$ cat src/rtl/core/pit_range_cmp.sv
// Shared range test and key relocation used by every scan step
module pit_range_cmp (
  input  logic [63:0] key_i,
  input  logic [63:0] dst_lo_i,
  input  logic [63:0] dst_hi_i,
  input  logic [63:0] src_lo_i,
  input  logic [63:0] src_hi_i,
  input  logic [63:0] delta_i,
  output logic        in_dst_o,
  output logic        in_src_o,
  output logic [63:0] reloc_o
);

  // half-open ranges, ends known not to wrap
  assign in_dst_o = (key_i >= dst_lo_i) && (key_i < dst_hi_i);
  assign in_src_o = (key_i >= src_lo_i) && (key_i < src_hi_i);
  assign reloc_o  = key_i + delta_i;

endmodule

$ cat config.mk
export PLATFORM = sky130hd
export DESIGN_NAME = pit_range_cmp
export DESIGN_NICKNAME = d
export VERILOG_FILES = /design/src/rtl/core/pit_range_cmp.sv
export SDC_FILE = /design/constraint.sdc
export NUM_CORES = 1
export LEC_CHECK = 0
export ABC_AREA = 1
export BUFFER_PORTS_ARGS = -buffer_cell sky130_fd_sc_hd__buf_2
export CAP_MARGIN = 15
export CORE_AREA = 4 4 175 177
export DETAILED_ROUTE_END_ITERATION = 10
export DIE_AREA = 0 0 179 181
export MAX_ROUTING_LAYER = met4
export PLACE_DENSITY = 0.67
export SLEW_MARGIN = 30
export SYNTH_ARGS = -nofsm -noshare
export SYNTH_HDL_FRONTEND = slang
export SYNTH_SLANG_ARGS = --single-unit
$ cat constraint.sdc
create_clock -name vclk -period 5.8
set_input_delay 0.87 -clock vclk [all_inputs]
set_output_delay 0.87 -clock vclk [all_outputs]
set_load 0.01 [all_outputs]
==> out/results.tsv <==
stage	metric	value	unit
timing	tightest_slew	500	ps
detailed_routing	dr.pass1.iters	6	
detailed_routing	wl_per_cell	16.1	um
setup_path	path_max_fanout	5	
setup_path	crit_buf_inv	2	
global_route	grt_pass1_wl	72.2	mm
floorplan	die-area	0.0324	sq mm
cells_and_area	final_net_count	3281	
cells_and_area	seq_cell_count	0	
synthesis	syn-num-nets	2829	
synthesis	synth-warning-count	0	
setup_path	cpPeakStageDelay	450	ps
synthesis	yosysSeqAreaShare	0	
clock_network	cts_hold_buf	0	
floorplan	start_util	0.403	
cells_and_area	syn2layout_area_growth	23.5	%
timing	fin_setup_tns	0	ps
setup_path	cp-end-kind	primary output	
detailed_routing	vias	14400	
floorplan	dieWidth	179	um
detailed_routing	avgViaCountPerCell	4.83	
cells_and_area	final_cell_mix	nand2_1 (587), inv_1 (503), buf_2 (450)	
setup_path	required	4930	ps
cells_and_area	layout_commonest_cell	nand2_1	
global_route	grt_pass1_vias	14300	
detailed_routing	drcViolationCount	0	
synthesis	synthDistinctLibCells	32	
clock_network	cts_setup_buffers	0	
setup_path	critPathKind	in2out	
floorplan	ioPinCount	450	
floorplan	rows	63	
synthesis	avgSynthCellArea	5.54	sq um
run_status	status	finished clean	
job	drv_cap	0	
global_route	antenna_found_initial	9	
setup_path	crit_chain	buf_2 -> ha_1 -> nand2_1 -> nor2_1 -> nand2_1 -> nor2_1 -> nand2_1 -> nand3_1 -> nand2_1 -> nand2_1 -> xor2_1 -> buf_2	
setup_path	start_kind	input port	
global_route	grt_max_degree	7	
timing	rsz0062_at_grt	no	
placed_design	port_buffers	450	
floorplan	fp.dieH	181	um
synthesis	synth_area	0.0118	sq mm
setup_path	crit_family	simple AND/OR/NAND/NOR gates	
timing	clock.fmax	237	MHz
cells_and_area	seq_area	0	sq um
cells_and_area	drive_gt1_frac	0.201	
timing	period_needed	4210	ps
detailed_routing	initialDrtViolationCount	525	
cells_and_area	n_fill_cell	3310	
timing	timing.final.crit_share	0.727	
placed_design	globalplace.congestion	1.00	
setup_path	critical-path-slowest-cell	ha_1	
setup_path	crit_path_frequent_cell	nand2_1	
synthesis	netlist_instances	2127	
hold_path	min_path_type	in2out	
timing	hold_viol_final	0	
timing	report.final.setup_viol	0	
global_route	grt_use_total	0.288	
clock_network	cts-resized-gates	0	
cells_and_area	num-clock-buffers	0	
timing	slew_headroom	0.665	
detailed_routing	antenna_left	0	
timing	drv_slew	0	
detailed_routing	drt-total-wl	48.0	mm
global_route	overflow	0	
setup_path	arrival	3340	ps
placed_design	hpwlAfterDp	44.4	mm
floorplan	core_area	0.0292	sq mm
## routing by layer
metal	wire length (um)	GRT usage	share of wire
met1	19800	0.334	0.41
met2	23100	0.511	0.48
met3	3670	0.0469	0.076
met4	1460	0.0752	0.030
met5	0	-	0
## worst paths after layout
path | from | end | slack, ps | cells after the start
worst max-delay path | key_i[20] | reloc_o[37] | 1590 | 12
worst min-delay path | delta_i[0] | reloc_o[0] | 2050 | 3
## tightest hold or removal path: stages
cell and delay (ps):
buf_2 90, ha_1 100, buf_2 120
## metrics by stage
step           area (sq um)   util  setup slack [ps]  instances  hold WS, ps
3_5_place_dp          14500  0.497              1620       2967         2050
5_1_grt               14500  0.497              1480       2976         2090
2_1_floorplan         11800      -              2550       2127         1880
3_3_place_gp          14500  0.497              1580       2967         2060
4_1_cts               14500  0.497              1620       2967         2050
6_report              14600  0.498              1590       2977         2050
## final cells by class
cell class         instances  area, sq um  share of cell area
inverters                519         1950               0.134
repair buffers           450         2250               0.155
multi-input cells       1608         9840               0.676
diodes                    10         25.0             0.00172
well taps                390          488              0.0335
## cells in the mapped netlist
cell type	number	area (sq um)
a21boi_0	1	7.51
a21o_1	2	15.0
a21oi_1	209	1050
a31oi_1	2	12.5
and3_1	1	6.26
and3_2	1	7.51
fa_1	1	20.0
ha_1	317	3970
inv_1	503	1890
inv_2	16	60.1
nand2_1	587	2200
nand2_2	23	144
nand3_1	77	385
nand3_2	3	30.0
nand3b_1	1	7.51
nand4_1	14	87.6
nor2_1	182	683
nor2_2	16	100
nor2_4	5	56.3
nor3_1	16	80.1
nor3_2	3	30.0
nor3b_1	1	7.51
nor4_1	3	18.8
nor4_2	2	25.0
o211ai_1	1	7.51
o21a_1	5	37.5
o21ai_0	81	405
o21ai_1	3	15.0
o21bai_1	9	67.6
o31ai_1	2	15.0
xnor2_1	1	8.76
xor2_1	39	342
## kinds of logic after synthesis
family / after synthesis / synth area share
simple gates: 935 / 0.329
compound gates: 315 / 0.138
buf+inv: 519 / 0.165
fa+ha+maj: 318 / 0.338
xor+xnor: 40 / 0.0297
